==> src/rtl/core/cdt_pkg.sv <==
// Shared types and constants for the command debounce table.
// Used by the channel interfaces, the controller, the datapath and the top level.
// No dependencies.
package cdt_pkg;

    localparam int SLOTS_DEF    = 24;
    localparam int KEY_BITS_DEF = 32;

    localparam int ENTITY_KEY_W = 32;
    localparam int TIME_W       = 48;
    localparam int WINDOW_W     = 16;
    localparam int SLOT_IDX_W   = 6;

    localparam logic [WINDOW_W-1:0] WINDOW_RESET = 16'd250;

    localparam int APB_ADDR_W = 3;
    localparam int APB_DATA_W = 32;

    // Register index carried in paddr above the byte offset.
    localparam logic [APB_ADDR_W-3:0] REG_WINDOW = '0;

    typedef enum logic [2:0] {
        ST_IDLE,
        ST_SCAN,
        ST_CHECK,
        ST_WRITE,
        ST_DONE
    } cdt_state_t;

    typedef struct packed {
        logic idle;
        logic scan;
        logic check;
        logic write;
        logic emit;
    } cdt_cmd_t;

    typedef struct packed {
        logic in_valid;
        logic in_key_valid;
        logic hit_now;
        logic scan_last;
        logic drop;
        logic out_free;
    } cdt_stat_t;

endpackage

==> src/rtl/core/cdt_if.sv <==
// Valid/ready channel interfaces for command beats and result beats.
// Depends on cdt_pkg for field widths.
interface cdt_cmd_if import cdt_pkg::*; ();
    logic                    valid;
    logic                    ready;
    logic                    key_valid;
    logic [ENTITY_KEY_W-1:0] entity_key;
    logic [TIME_W-1:0]       now_ms;
    logic                    tgt_known;
    logic                    tgt_on;

    modport source (
        output valid, key_valid, entity_key, now_ms, tgt_known, tgt_on,
        input  ready
    );
    modport sink (
        input  valid, key_valid, entity_key, now_ms, tgt_known, tgt_on,
        output ready
    );
endinterface

interface cdt_res_if import cdt_pkg::*; ();
    logic                  valid;
    logic                  ready;
    logic                  allow;
    logic                  hit;
    logic [SLOT_IDX_W-1:0] slot_index;

    modport source (
        output valid, allow, hit, slot_index,
        input  ready
    );
    modport sink (
        input  valid, allow, hit, slot_index,
        output ready
    );
endinterface

==> src/rtl/core/command_debounce_table_core.sv <==
// Top level of the command debounce table: window register on the APB port,
// controller and datapath. Depends on cdt_pkg, cdt_if, cdt_ctrl and cdt_dp.
//
//  Port group | Role   | Beat contents
//  -----------+--------+--------------------------------------------------------
//  cmd        | sink   | key_valid, entity_key, now_ms, tgt_known, tgt_on
//  rsp        | source | allow, hit, slot_index
//  APB        | slave  | window_ms at byte address 0
//
// A command with a key is scanned sequentially through the slot memory's single read
// port, stopping at the hit slot or scanning all SLOTS slots on a miss; a dropped
// hit skips the write-back, and a command without a key goes straight to its result.
// Reset clears the used bits in flip-flops at once, so no clearing pass is needed. A
// new command is taken while a finished result is still held in the output register;
// a stalled result holds the sequencer only at its final step.
module command_debounce_table_core import cdt_pkg::*; #(
    parameter int SLOTS    = SLOTS_DEF,
    parameter int KEY_BITS = KEY_BITS_DEF
) (
    input  logic                  clk,
    input  logic                  rst_n,
    cdt_cmd_if.sink               cmd,
    cdt_res_if.source             rsp,
    input  logic                  psel,
    input  logic                  penable,
    input  logic                  pwrite,
    input  logic [APB_ADDR_W-1:0] paddr,
    input  logic [APB_DATA_W-1:0] pwdata,
    output logic [APB_DATA_W-1:0] prdata,
    output logic                  pready
);

    logic [WINDOW_W-1:0] window_reg;
    logic                sel_window;
    cdt_cmd_t            ctl_cmd;
    cdt_stat_t           ctl_st;

    assign pready     = 1'b1;
    assign sel_window = (paddr[APB_ADDR_W-1:2] == REG_WINDOW);
    assign prdata     = sel_window ? APB_DATA_W'(window_reg) : '0;

    always_ff @(posedge clk or negedge rst_n)
    begin
        if (!rst_n)
        begin
            window_reg <= WINDOW_RESET;
        end
        else if (psel & penable & pwrite & pready & sel_window)
        begin
            window_reg <= pwdata[WINDOW_W-1:0];
        end
    end

    cdt_ctrl u_ctrl (
        .clk   (clk),
        .rst_n (rst_n),
        .st    (ctl_st),
        .cmd   (ctl_cmd)
    );

    cdt_dp #(
        .SLOTS    (SLOTS),
        .KEY_BITS (KEY_BITS)
    ) u_dp (
        .clk    (clk),
        .rst_n  (rst_n),
        .cmd    (ctl_cmd),
        .st     (ctl_st),
        .window (window_reg),
        .in_ch  (cmd),
        .out_ch (rsp)
    );

endmodule

==> src/rtl/core/cdt_ram.sv <==
// Generic single write port, single read port RAM with registered read data.
// No dependencies.
module cdt_ram #(
    parameter int WIDTH = 8,
    parameter int DEPTH = 16
) (
    input  logic                                   clk,
    input  logic                                   we,
    input  logic [(DEPTH > 1 ? $clog2(DEPTH) : 1)-1:0] waddr,
    input  logic [WIDTH-1:0]                       wdata,
    input  logic                                   re,
    input  logic [(DEPTH > 1 ? $clog2(DEPTH) : 1)-1:0] raddr,
    output logic [WIDTH-1:0]                       rdata
);

    logic [WIDTH-1:0] mem [DEPTH];
    logic [WIDTH-1:0] rdata_reg;

    always_ff @(posedge clk)
    begin
        if (we)
        begin
            mem[waddr] <= wdata;
        end
        if (re)
        begin
            rdata_reg <= mem[raddr];
        end
    end

    assign rdata = rdata_reg;

endmodule

==> src/rtl/core/cdt_ctrl.sv <==
// Sequencer for the debounce table: accept, slot scan, age check, write-back, result.
// Depends on cdt_pkg for the state type and the command/status structs.
module cdt_ctrl import cdt_pkg::*; (
    input  logic      clk,
    input  logic      rst_n,
    input  cdt_stat_t st,
    output cdt_cmd_t  cmd
);

    cdt_state_t state_reg;
    cdt_state_t state_next;

    always_ff @(posedge clk or negedge rst_n)
    begin
        if (!rst_n)
        begin
            state_reg <= ST_IDLE;
        end
        else
        begin
            state_reg <= state_next;
        end
    end

    always_comb
    begin
        state_next = state_reg;
        unique case (state_reg)
            ST_IDLE:
            begin
                if (st.in_valid)
                begin
                    // A beat without a key goes straight to its all-zero result.
                    state_next = st.in_key_valid ? ST_SCAN : ST_DONE;
                end
            end
            ST_SCAN:
            begin
                if (st.hit_now)
                begin
                    state_next = ST_CHECK;
                end
                else if (st.scan_last)
                begin
                    state_next = ST_WRITE;
                end
            end
            ST_CHECK:
            begin
                state_next = st.drop ? ST_DONE : ST_WRITE;
            end
            ST_WRITE:
            begin
                state_next = ST_DONE;
            end
            ST_DONE:
            begin
                if (st.out_free)
                begin
                    state_next = ST_IDLE;
                end
            end
            default:
            begin
                state_next = ST_IDLE;
            end
        endcase
    end

    always_comb
    begin
        cmd = '0;
        unique case (state_reg)
            ST_IDLE:  cmd.idle  = 1'b1;
            ST_SCAN:  cmd.scan  = 1'b1;
            ST_CHECK: cmd.check = 1'b1;
            ST_WRITE: cmd.write = 1'b1;
            ST_DONE:  cmd.emit  = st.out_free;
            default:  cmd = '0;
        endcase
    end

endmodule

==> src/rtl/core/cdt_dp.sv <==
// Datapath of the debounce table: slot memory, used bits, scan trackers,
// age check and the output register. Depends on cdt_pkg, cdt_if and cdt_ram.
module cdt_dp import cdt_pkg::*; #(
    parameter int SLOTS    = SLOTS_DEF,
    parameter int KEY_BITS = KEY_BITS_DEF
) (
    input  logic                clk,
    input  logic                rst_n,
    input  cdt_cmd_t            cmd,
    output cdt_stat_t           st,
    input  logic [WINDOW_W-1:0] window,
    cdt_cmd_if.sink             in_ch,
    cdt_res_if.source           out_ch
);

    localparam int KW = (KEY_BITS < ENTITY_KEY_W) ? KEY_BITS : ENTITY_KEY_W;
    localparam int MW = KW + TIME_W + 2;
    localparam int IW = (SLOTS > 1) ? $clog2(SLOTS) : 1;
    localparam int CW = $clog2(SLOTS + 1);

    // Item registers.
    logic [KW-1:0]     key_reg;
    logic [TIME_W-1:0] now_reg;
    logic              known_reg;
    logic              on_reg;

    // Scan state.
    logic [CW-1:0]     issue_reg;
    logic              eval_vld_reg;
    logic [IW-1:0]     eval_idx_reg;
    logic              have_free_reg;
    logic [IW-1:0]     free_idx_reg;
    logic              have_old_reg;
    logic [TIME_W-1:0] old_time_reg;
    logic [IW-1:0]     old_idx_reg;
    logic              hit_reg;
    logic [IW-1:0]     hit_idx_reg;
    logic [TIME_W-1:0] hit_time_reg;
    logic              hit_known_reg;
    logic              hit_on_reg;

    logic [SLOTS-1:0]  used_reg;

    logic              res_allow_reg;
    logic              res_hit_reg;
    logic [IW-1:0]     res_idx_reg;

    logic                  out_vld_reg;
    logic                  out_allow_reg;
    logic                  out_hit_reg;
    logic [SLOT_IDX_W-1:0] out_idx_reg;

    logic              accept;
    logic              rd_en;
    logic [MW-1:0]     rd_data;
    logic [KW-1:0]     rd_key;
    logic [TIME_W-1:0] rd_time;
    logic              rd_known;
    logic              rd_on;
    logic              ev;
    logic              ev_used;
    logic              ev_match;
    logic [IW-1:0]     wr_addr;
    logic [MW-1:0]     wr_data;
    logic [TIME_W:0]   age;
    logic              young;
    logic              dup;
    logic              out_free;

    assign accept = cmd.idle & in_ch.valid;
    assign in_ch.ready = cmd.idle;

    assign rd_en   = cmd.scan & (issue_reg < CW'(SLOTS));
    assign rd_key  = rd_data[MW-1 -: KW];
    assign rd_time = rd_data[TIME_W+1:2];
    assign rd_known = rd_data[1];
    assign rd_on    = rd_data[0];

    assign wr_addr = hit_reg ? hit_idx_reg : (have_free_reg ? free_idx_reg : old_idx_reg);
    assign wr_data = {key_reg, now_reg, known_reg, on_reg};

    cdt_ram #(
        .WIDTH (MW),
        .DEPTH (SLOTS)
    ) u_slot_ram (
        .clk   (clk),
        .we    (cmd.write),
        .waddr (wr_addr),
        .wdata (wr_data),
        .re    (rd_en),
        .raddr (issue_reg[IW-1:0]),
        .rdata (rd_data)
    );

    // The read issued in the previous cycle is evaluated here.
    assign ev       = cmd.scan & eval_vld_reg;
    assign ev_used  = used_reg[eval_idx_reg];
    assign ev_match = ev & ev_used & (rd_key == key_reg);

    // A stored stamp later than now gives a borrow, which counts as young.
    assign age   = {1'b0, now_reg} - {1'b0, hit_time_reg};
    assign young = age[TIME_W] | (age[TIME_W-1:0] < TIME_W'(window));
    assign dup   = known_reg & hit_known_reg & (hit_on_reg == on_reg);

    assign out_free = ~out_vld_reg | out_ch.ready;

    always_comb
    begin
        st              = '0;
        st.in_valid     = in_ch.valid;
        st.in_key_valid = in_ch.key_valid;
        st.hit_now      = ev_match;
        st.scan_last    = ev & (eval_idx_reg == IW'(SLOTS - 1));
        st.drop         = dup & young;
        st.out_free     = out_free;
    end

    always_ff @(posedge clk)
    begin
        if (accept)
        begin
            key_reg   <= in_ch.entity_key[KW-1:0];
            now_reg   <= in_ch.now_ms;
            known_reg <= in_ch.tgt_known;
            on_reg    <= in_ch.tgt_on;
        end
        if (ev & ~ev_used & ~have_free_reg)
        begin
            free_idx_reg <= eval_idx_reg;
        end
        if (ev & ev_used & ~ev_match & (~have_old_reg | (rd_time < old_time_reg)))
        begin
            old_time_reg <= rd_time;
            old_idx_reg  <= eval_idx_reg;
        end
        if (ev_match)
        begin
            hit_idx_reg   <= eval_idx_reg;
            hit_time_reg  <= rd_time;
            hit_known_reg <= rd_known;
            hit_on_reg    <= rd_on;
        end
        if (rd_en)
        begin
            eval_idx_reg <= issue_reg[IW-1:0];
        end
        if (cmd.emit)
        begin
            out_allow_reg <= res_allow_reg;
            out_hit_reg   <= res_hit_reg;
            out_idx_reg   <= SLOT_IDX_W'(res_idx_reg);
        end
    end

    always_ff @(posedge clk or negedge rst_n)
    begin
        if (!rst_n)
        begin
            issue_reg     <= '0;
            eval_vld_reg  <= 1'b0;
            have_free_reg <= 1'b0;
            have_old_reg  <= 1'b0;
            hit_reg       <= 1'b0;
            used_reg      <= '0;
            res_allow_reg <= 1'b0;
            res_hit_reg   <= 1'b0;
            res_idx_reg   <= '0;
            out_vld_reg   <= 1'b0;
        end
        else
        begin
            if (accept)
            begin
                issue_reg     <= '0;
                eval_vld_reg  <= 1'b0;
                have_free_reg <= 1'b0;
                have_old_reg  <= 1'b0;
                hit_reg       <= 1'b0;
                res_allow_reg <= 1'b0;
                res_hit_reg   <= 1'b0;
                res_idx_reg   <= '0;
            end
            else if (cmd.scan)
            begin
                eval_vld_reg <= rd_en;
                if (rd_en)
                begin
                    issue_reg <= issue_reg + 1'b1;
                end
                if (ev & ~ev_used)
                begin
                    have_free_reg <= 1'b1;
                end
                if (ev & ev_used & ~ev_match)
                begin
                    have_old_reg <= 1'b1;
                end
                if (ev_match)
                begin
                    hit_reg <= 1'b1;
                end
            end
            else if (cmd.check)
            begin
                res_hit_reg <= 1'b1;
                res_idx_reg <= hit_idx_reg;
            end
            else if (cmd.write)
            begin
                used_reg[wr_addr] <= 1'b1;
                res_allow_reg     <= 1'b1;
                res_hit_reg       <= hit_reg;
                res_idx_reg       <= wr_addr;
            end

            if (cmd.emit)
            begin
                out_vld_reg <= 1'b1;
            end
            else if (out_ch.ready)
            begin
                out_vld_reg <= 1'b0;
            end
        end
    end

    assign out_ch.valid      = out_vld_reg;
    assign out_ch.allow      = out_allow_reg;
    assign out_ch.hit        = out_hit_reg;
    assign out_ch.slot_index = out_idx_reg;

endmodule
==> src/flat_wrapper.sv <==
// flat-port wrapper written by rule: the top's interface ports become plain ports
module command_debounce_table_core_flat import cdt_pkg::*;
#(
    parameter int SLOTS    = SLOTS_DEF,
    parameter int KEY_BITS = KEY_BITS_DEF
)
  (clk, rst_n, psel, penable, pwrite, paddr, pwdata, prdata, pready, cmd_valid, cmd_key_valid, cmd_entity_key, cmd_now_ms, cmd_tgt_known, cmd_tgt_on, cmd_ready, rsp_valid, rsp_allow, rsp_hit, rsp_slot_index, rsp_ready);
  cdt_cmd_if cmd_i ();
  cdt_res_if rsp_i ();
  input  logic clk;
  input  logic rst_n;
  input  logic psel;
  input  logic penable;
  input  logic pwrite;
  input  logic [APB_ADDR_W-1:0] paddr;
  input  logic [APB_DATA_W-1:0] pwdata;
  output logic [APB_DATA_W-1:0] prdata;
  output logic pready;
  input wire logic [$bits(cmd_i.valid)-1:0] cmd_valid;
  input wire logic [$bits(cmd_i.key_valid)-1:0] cmd_key_valid;
  input wire logic [$bits(cmd_i.entity_key)-1:0] cmd_entity_key;
  input wire logic [$bits(cmd_i.now_ms)-1:0] cmd_now_ms;
  input wire logic [$bits(cmd_i.tgt_known)-1:0] cmd_tgt_known;
  input wire logic [$bits(cmd_i.tgt_on)-1:0] cmd_tgt_on;
  output wire logic [$bits(cmd_i.ready)-1:0] cmd_ready;
  output wire logic [$bits(rsp_i.valid)-1:0] rsp_valid;
  output wire logic [$bits(rsp_i.allow)-1:0] rsp_allow;
  output wire logic [$bits(rsp_i.hit)-1:0] rsp_hit;
  output wire logic [$bits(rsp_i.slot_index)-1:0] rsp_slot_index;
  input wire logic [$bits(rsp_i.ready)-1:0] rsp_ready;
  assign cmd_i.valid = cmd_valid;
  assign cmd_i.key_valid = cmd_key_valid;
  assign cmd_i.entity_key = cmd_entity_key;
  assign cmd_i.now_ms = cmd_now_ms;
  assign cmd_i.tgt_known = cmd_tgt_known;
  assign cmd_i.tgt_on = cmd_tgt_on;
  assign cmd_ready = cmd_i.ready;
  assign rsp_valid = rsp_i.valid;
  assign rsp_allow = rsp_i.allow;
  assign rsp_hit = rsp_i.hit;
  assign rsp_slot_index = rsp_i.slot_index;
  assign rsp_i.ready = rsp_ready;
  command_debounce_table_core #(.SLOTS(SLOTS), .KEY_BITS(KEY_BITS)) u_core (.clk(clk), .rst_n(rst_n), .cmd(cmd_i), .rsp(rsp_i), .psel(psel), .penable(penable), .pwrite(pwrite), .paddr(paddr), .pwdata(pwdata), .prdata(prdata), .pready(pready));
endmodule
==> config.mk <==
export PLATFORM = sky130hd
export DESIGN_NAME = command_debounce_table_core_flat
export DESIGN_NICKNAME = d
export VERILOG_FILES = /design/src/rtl/core/cdt_pkg.sv /design/src/rtl/core/cdt_if.sv /design/src/rtl/core/command_debounce_table_core.sv /design/src/rtl/core/cdt_ram.sv /design/src/rtl/core/cdt_ctrl.sv /design/src/rtl/core/cdt_dp.sv /design/src/flat_wrapper.sv
export SDC_FILE = /design/constraint.sdc
export NUM_CORES = 2
export LEC_CHECK = 0
export BUFFER_PORTS_ARGS = -buffer_cell sky130_fd_sc_hd__buf_4
export CELL_PAD_IN_SITES_DETAIL_PLACEMENT = 1
export CELL_PAD_IN_SITES_GLOBAL_PLACEMENT = 2
export CORE_MARGIN = 8
export CORE_UTILIZATION = 40
export CTS_BUF_LIST = sky130_fd_sc_hd__clkbuf_4 sky130_fd_sc_hd__clkbuf_8 sky130_fd_sc_hd__clkbuf_16
export DETAILED_ROUTE_END_ITERATION = 8
export GPL_TIMING_DRIVEN = 0
export PLACE_DENSITY = 0.64
export SYNTH_ARGS = -nofsm -noshare
export SYNTH_HDL_FRONTEND = slang
export SYNTH_SLANG_ARGS = --single-unit
==> constraint.sdc <==
create_clock -name clk -period 8.8 [get_ports clk]
set_input_delay 0.44 -clock clk [delete_from_list [all_inputs] [get_ports clk]]
set_output_delay 0.44 -clock clk [all_outputs]
set_load 0.1 [all_outputs]
Word-level counts from Yosys, hierarchy flattened
Memories as Yosys holds them, arrays and structs flattened. A register that Yosys moved wholly into a read port is not among the register bits.
Cells that the tools add are included.
- bits in registers: 267
- output and inout bits: 43
- RAM bits: 1968
- word-level logic and storage cells: 144
- memories: 1
- add/sub/neg operators: 2
- reductions and logical operators: 18
- mux-type cells: 49
- equal/unequal tests: 12
- $lt $le $gt $ge: 6
- bitwise gates (word level): 29
- memories (memory ; depth ; bits a word ; read ports ; clocked after Yosys merged registers in ; write ports ; line ; RTL):
    u_core.u_dp.u_slot_ram.mem ; 24 ; 82 ; 1 ; 1 ; 1 ; cdt_ram.sv:16 ; logic [WIDTH-1:0] mem [DEPTH];
- operators by type and width (operator ; number):
    48-bit by 48-bit subtractor with 49-bit output ; 1
    48-bit by 16-bit < comparator with 1-bit output ; 1
    48-bit < comparator ; 1
    5-bit 2-to-1 mux ; 9
    32-bit == test ; 1
    1-bit 2-to-1 mux ; 30
    24-bit bitwise OR ; 1
    3-bit 2-to-1 mux ; 6
    1-bit AND ; 16
    16-bit 2-to-1 mux ; 1
    3-bit case mux with 5 select lines ; 1
    2-bit nonzero test ; 7
    5-bit by 6-bit < comparator with 1-bit output (second input constant) ; 2
    2-bit AND reduction ; 5
    1-bit inverter ; 9
    3-bit by 2-bit == test with 1-bit output (second input constant) ; 2
    3-bit AND reduction ; 2
    5-bit by 1-bit adder with 5-bit output (second input constant) ; 1
    1-bit binary-select mux with 5-bit select ; 1
    1-bit demux with 5-bit select ; 1
    5-bit == test (second input constant) ; 1
    5-bit by 1-bit >= comparator with 1-bit output (second input constant) ; 1
    5-bit < comparator (second input constant) ; 1
    2-bit by 1-bit inequality test with 1-bit output (second input constant) ; 2
    other kinds (10) ; 13

Depth between registers and ports, before layout
- depth after elaboration: 10
- depth in mapped cells: 20

Hierarchy
A second synthesis with hierarchy kept.
- cell total of the unflattened synthesis: 5171
- area total of the unflattened synthesis: 92820.3 µm²
- by module, submodules not included (module ; instances ; cells each ; area each (µm²) ; sequential area each (µm²)):
    cdt_ram ; 1 ; 3901 ; 78215.0 ; 61559.0
    cdt_dp ; 1 ; 1171 ; 13455.4 ; 7241.9
    command_debounce_table_core ; 1 ; 70 ; 907.1 ; 407.9
    cdt_ctrl ; 1 ; 29 ; 242.7 ; 75.1

Least setup slack after synthesis
OpenSTA, ideal clock, no wires.
- path type: flip-flop to flip-flop
- start: reg u_core.u_dp.eval_idx_reg[0]
- end: reg u_core.u_ctrl.state_reg[1]
- arrival time: 6.280 ns
- path slack: 2.447 ns
- library setup time: 0.072 ns
- cell stages (with the launch flop): 10
- data required time: 8.728 ns
- cell sequence: edfxtp_1 clkbuf_1 mux4_2 mux4_2 mux2i_1 nand3b_1 nor3_1 o21ai_0 a21boi_0 nor2_1
- cells in the longest elaborated chain, start to end: 6
- ends and longest elaborated chain (item ; line ; RTL):
    start, declared ; cdt_dp.sv:30 ; logic [IW-1:0] eval_idx_reg;
    start signal, assigned ; cdt_dp.sv:145 ; eval_idx_reg <= issue_reg[IW-1:0];
    1-bit binary-select mux with 5-bit select * ; cdt_dp.sv:97 ; assign ev_used = used_reg[eval_idx_reg];
    1-bit 2-to-1 mux (implied by the code) * ; cdt_dp.sv:97 ;
    1-bit AND * (2 in series) ; cdt_dp.sv:98 ; assign ev_match = ev & ev_used & (rd_key == key_reg);
    via u_core.u_dp.ev_match ; cdt_dp.sv:62 ; logic ev_match;
    3-bit 2-to-1 mux / 3-bit by 1-bit inequality test with 1-bit output (equally long branches) ; -- ;
    3-bit case mux with 5 select lines / 3-bit AND reduction (equally long branches) ; -- ;
    end signal, assigned ; cdt_ctrl.sv:21 ; state_reg <= state_next;
    end, declared ; cdt_ctrl.sv:10 ; cdt_state_t state_reg;
Mark *: on every way through the listed nets, which the timed path passes. The rest lies on a longest branch. The select of a mux whose other input is x is not followed.
A chain may end at the register's enable or synchronous reset.

Final worst setup path
- start: reg u_core.u_dp.now_reg[0]
- end: reg u_core.u_ctrl.state_reg[2]
- cells in the longest elaborated chain, start to end: 6
- ends and longest elaborated chain (item ; line ; RTL):
    start, declared ; cdt_dp.sv:23 ; logic [TIME_W-1:0] now_reg;
    start signal, assigned ; cdt_dp.sv:123 ; now_reg <= in_ch.now_ms;
    48-bit by 48-bit subtractor with 49-bit output * ; cdt_dp.sv:101 ; assign age = {1'b0, now_reg} - {1'b0, hit_time_reg};
    48-bit by 16-bit < comparator with 1-bit output ; cdt_dp.sv:102 ; assign young = age[TIME_W] | (age[TIME_W-1:0] < TIME_W'(window));
    1-bit bitwise OR * ; cdt_dp.sv:102 ;
    1-bit AND * ; cdt_dp.sv:114 ; st.drop = dup & young;
    3-bit 2-to-1 mux * ; cdt_ctrl.sv:50 ; state_next = st.drop ? ST_DONE : ST_WRITE;
    3-bit case mux with 5 select lines * ; cdt_ctrl.sv:28 ; unique case (state_reg)
Every way passes the cells marked *; elsewhere a longest branch is shown, timed or not.

==> flow_metrics.tcl <==
set metrics [dict create \
    crit_arrival_ns 7.17 \
    vias_per_cell 5.52 \
    routed-via-count 45144 \
    reg2regPathDepth 19 \
    synth.avg_cell_area_um2 21.0 \
    async_reset_ff_frac 0.0259 \
    cp_slowest_cell "edfxtp_1" \
    cts_setup_buffers 0 \
    cts_resized 0 \
    gp_congestion 0.775 \
    die_x_um 495 \
    synth_top_area_frac 0.740 \
    cts_root_buffer "clkbuf_16" \
    period_minus_slack_ns 6.39 \
    slew_headroom 0.0801 \
    vdd_ir_drop_max_uv 195 \
    drive_above_1_share 0.264 \
    synth_edf_count 2257 \
    synth_top_cell_by_area "edfxtp_1" \
    first_pass_iters 6 \
    path_max_fanout 25 \
    grt-ovfl-total 0 \
    startpoint_type "flip-flop" \
    area_delta_synth_final_pct 17.3 \
    place_hpwl_um 163000 \
    grt_usage 0.197 \
    crit_chain "inv_1 > ha_1 > fa_1 > nand2b_1 > a21oi_1 > o21ai_1 > o21ai_0 > a21oi_1 > xnor2_1 > ha_1 > nor2b_1 > o21ai_0 > o311ai_0 > nor3_1 > nand4_1 > nor4_2 > nand4_1 > or4_1 > o211ai_2" \
    tightest_slew_ns 1.38 \
    yosysMostFrequentCell "edfxtp_1" \
    hold_start "cmd_valid" \
    hold_depth 4 \
    synth_seq_cells 2317 \
    finClkSkew_ns 0.0323 \
    grt_pass1_wl_um 348000 \
    clock_path_buffers 3 \
    cp.required_ns 9.58 \
    synthCells 4370 \
    ys_top_cells_by_count "edfxtp_1 (2,257), mux4_2 (581), nor2_1 (178), a21oi_1 (165), inv_1 (131)" \
    dieArea_um2 245000 \
    coreArea_um2 227000 \
    nets 5198 \
    ys_seq_area_frac 0.756 \
    slew_violations 0 \
    synth.distinct_cells 90 \
    utilization 0.472 \
    fin_crit_sh 0.726 \
    drc_errors 0 \
    wl_per_cell_um 29.7 \
    hold_class "primary input to flip-flop" \
    grt_start_max_net_pins 61 \
    initial_core_util 0.403 \
    cts-buffers-inserted 237 \
    dp_cells 7630 \
    ys_warn_count 0 \
    rows 175 \
    drt_iter0_drc 4028 \
    timing.reg2reg.setup_slack_ns 2.41 \
    place_area_um2 98800 \
    cts_hold_buf 101 \
    largest_reg_flops 1968 \
    insertion_delay_ns 0.87 \
    timing.rr.start "u_core.u_dp.now_reg[0]" \
    fin_cells 8177 \
    htreeDepth 4 \
    hold_violations 0 \
    synthTopCellsByArea "edfxtp_1 (74%), mux4_2 (14%), ha_1 (1.5%)" \
    status "finished, final reports clean" \
    grt_pass1_vias 48270 \
    die_height_um 495 \
    port_buffers 130 \
    max-cap-violations 0 \
    endpoint_kind "flip-flop" \
    drt_wl_total_um 243000 \
    cts_tree "done" \
    path_clk_slew_ns 0.06 \
    io_pins 168 \
    min_to "u_core.u_ctrl.state_reg[2]" \
    timing.rr.end "u_core.u_ctrl.state_reg[2]" \
    crit_type "flip-flop to flip-flop" \
    synth.cell_area_um2 91600 \
    max_freq_mhz 157 \
    stdcell_area_um2 107000 \
    clkSinkCount 2317 \
    grt_antenna_before_repair 15 \
    p_leak_nw 34.7 \
    powerDensity_nw_per_um2 287 \
    setup-violations-final 0 \
    slowest_delay_ns 0.86 \
    final_antenna_net_count 0 \
    synth_flop_cell "edfxtp_1" \
    rsz0062_at_grt "no" \
]
## routing by layer
metal | GRT usage | wire length, µm
met1 | 0.271 | 105000
met3 | 0.0305 | 13000
met2 | 0.332 | 120000
met4 | 0.0448 | 5160
met5 | 0 | 0
## worst max-delay path: cells and delay by family (launching register included)
kind / cells / cell delay (ns)
xor+xnor: 1 / 0.19
fa+ha+maj: 3 / 1.00
compound gates: 7 / 1.72
simple gates: 7 / 2.15
buf+inv: 1 / 0.37
flops: 1 / 0.86
## layout by cell type, fill, tap and decap left out, types with 15 or more instances in the layout
cell type	instances
edfxtp_1	2257
mux4_2	581
clkbuf_16	241
a21oi_1	165
nor2_1	154
buf_4	151
inv_1	130
ha_1	111
dlygate4sd3_1	101
mux2i_1	100
nand2_1	97
clkbuf_1	96
buf_12	86
clkbuf_4	62
clkinv_1	60
dfrtp_1	54
buf_1	52
o21ai_0	47
xor2_1	42
clkinv_2	40
nand4_1	38
nand3_1	29
a21o_1	27
or2_2	26
mux2_2	24
nor2_4	24
buf_2	20
nor3_1	20
conb_1	18
nor4_1	17
xnor2_1	16
o21a_1	15
## through the flow
stage / power, mW / hold WS, ns / TNS [ns] / worst slack (ns)
after floorplan: 18.5 / 0.144 / 0 / 2.45
after global placement: 21.2 / 0.402 / -3392.15 / -2.17
after detailed placement: 21.4 / 0.411 / 0 / 2.20
after CTS: 31.2 / 0.00739 / 0 / 2.18
after global routing: 32.0 / 0.120 / 0 / 1.96
final: 30.8 / 0.0806 / 0 / 2.41
## cell type report
class | instances | area, µm²
fillers | 20525 | 120000
flip-flops and latches | 2317 | 69300
multi-input cells | 1728 | 21100
clock buffers | 307 | 6550
repair buffers | 336 | 4130
well taps | 3009 | 3760
clock inverters | 134 | 1070
plain buffers | 209 | 982
inverters | 132 | 505
diodes | 5 | 12.5
## report_power, final
part | switching [mW] | internal, mW
Sequential | 0.758 | 13.1
Clock | 4.20 | 5.61
Combinational | 4.05 | 3.09
Total | 9.01 | 21.8
## worst max path at each step
stage,start,to
2_1_floorplan,u_core.u_dp.eval_idx_reg[0],u_core.u_ctrl.state_reg[1]
3_3_place_gp,u_core.u_dp.key_reg[4],u_core.u_ctrl.state_reg[1]
3_5_place_dp,u_core.u_dp.now_reg[0],u_core.u_ctrl.state_reg[2]
4_1_cts,u_core.u_dp.now_reg[0],u_core.u_ctrl.state_reg[2]
5_1_grt,u_core.u_dp.now_reg[0],u_core.u_ctrl.state_reg[2]
6_report,u_core.u_dp.now_reg[0],u_core.u_ctrl.state_reg[2]
## logic make-up (layout without fill, tap and decap cells)
group	count (synthesis)	in the layout	share of synthesized area
other	2	23	0.0000820
muxes	706	706	0.157
DFF	2317	2317	0.756
AOI/OAI and AO/OA	363	363	0.0252
and+or+nand+nor	471	471	0.0246
xor gates and xnor gates	58	58	0.00555
adders and majority gates	112	112	0.0154
buffers and inverters	341	1118	0.0160
No activity file was read; power rests on OpenSTA's default activity.
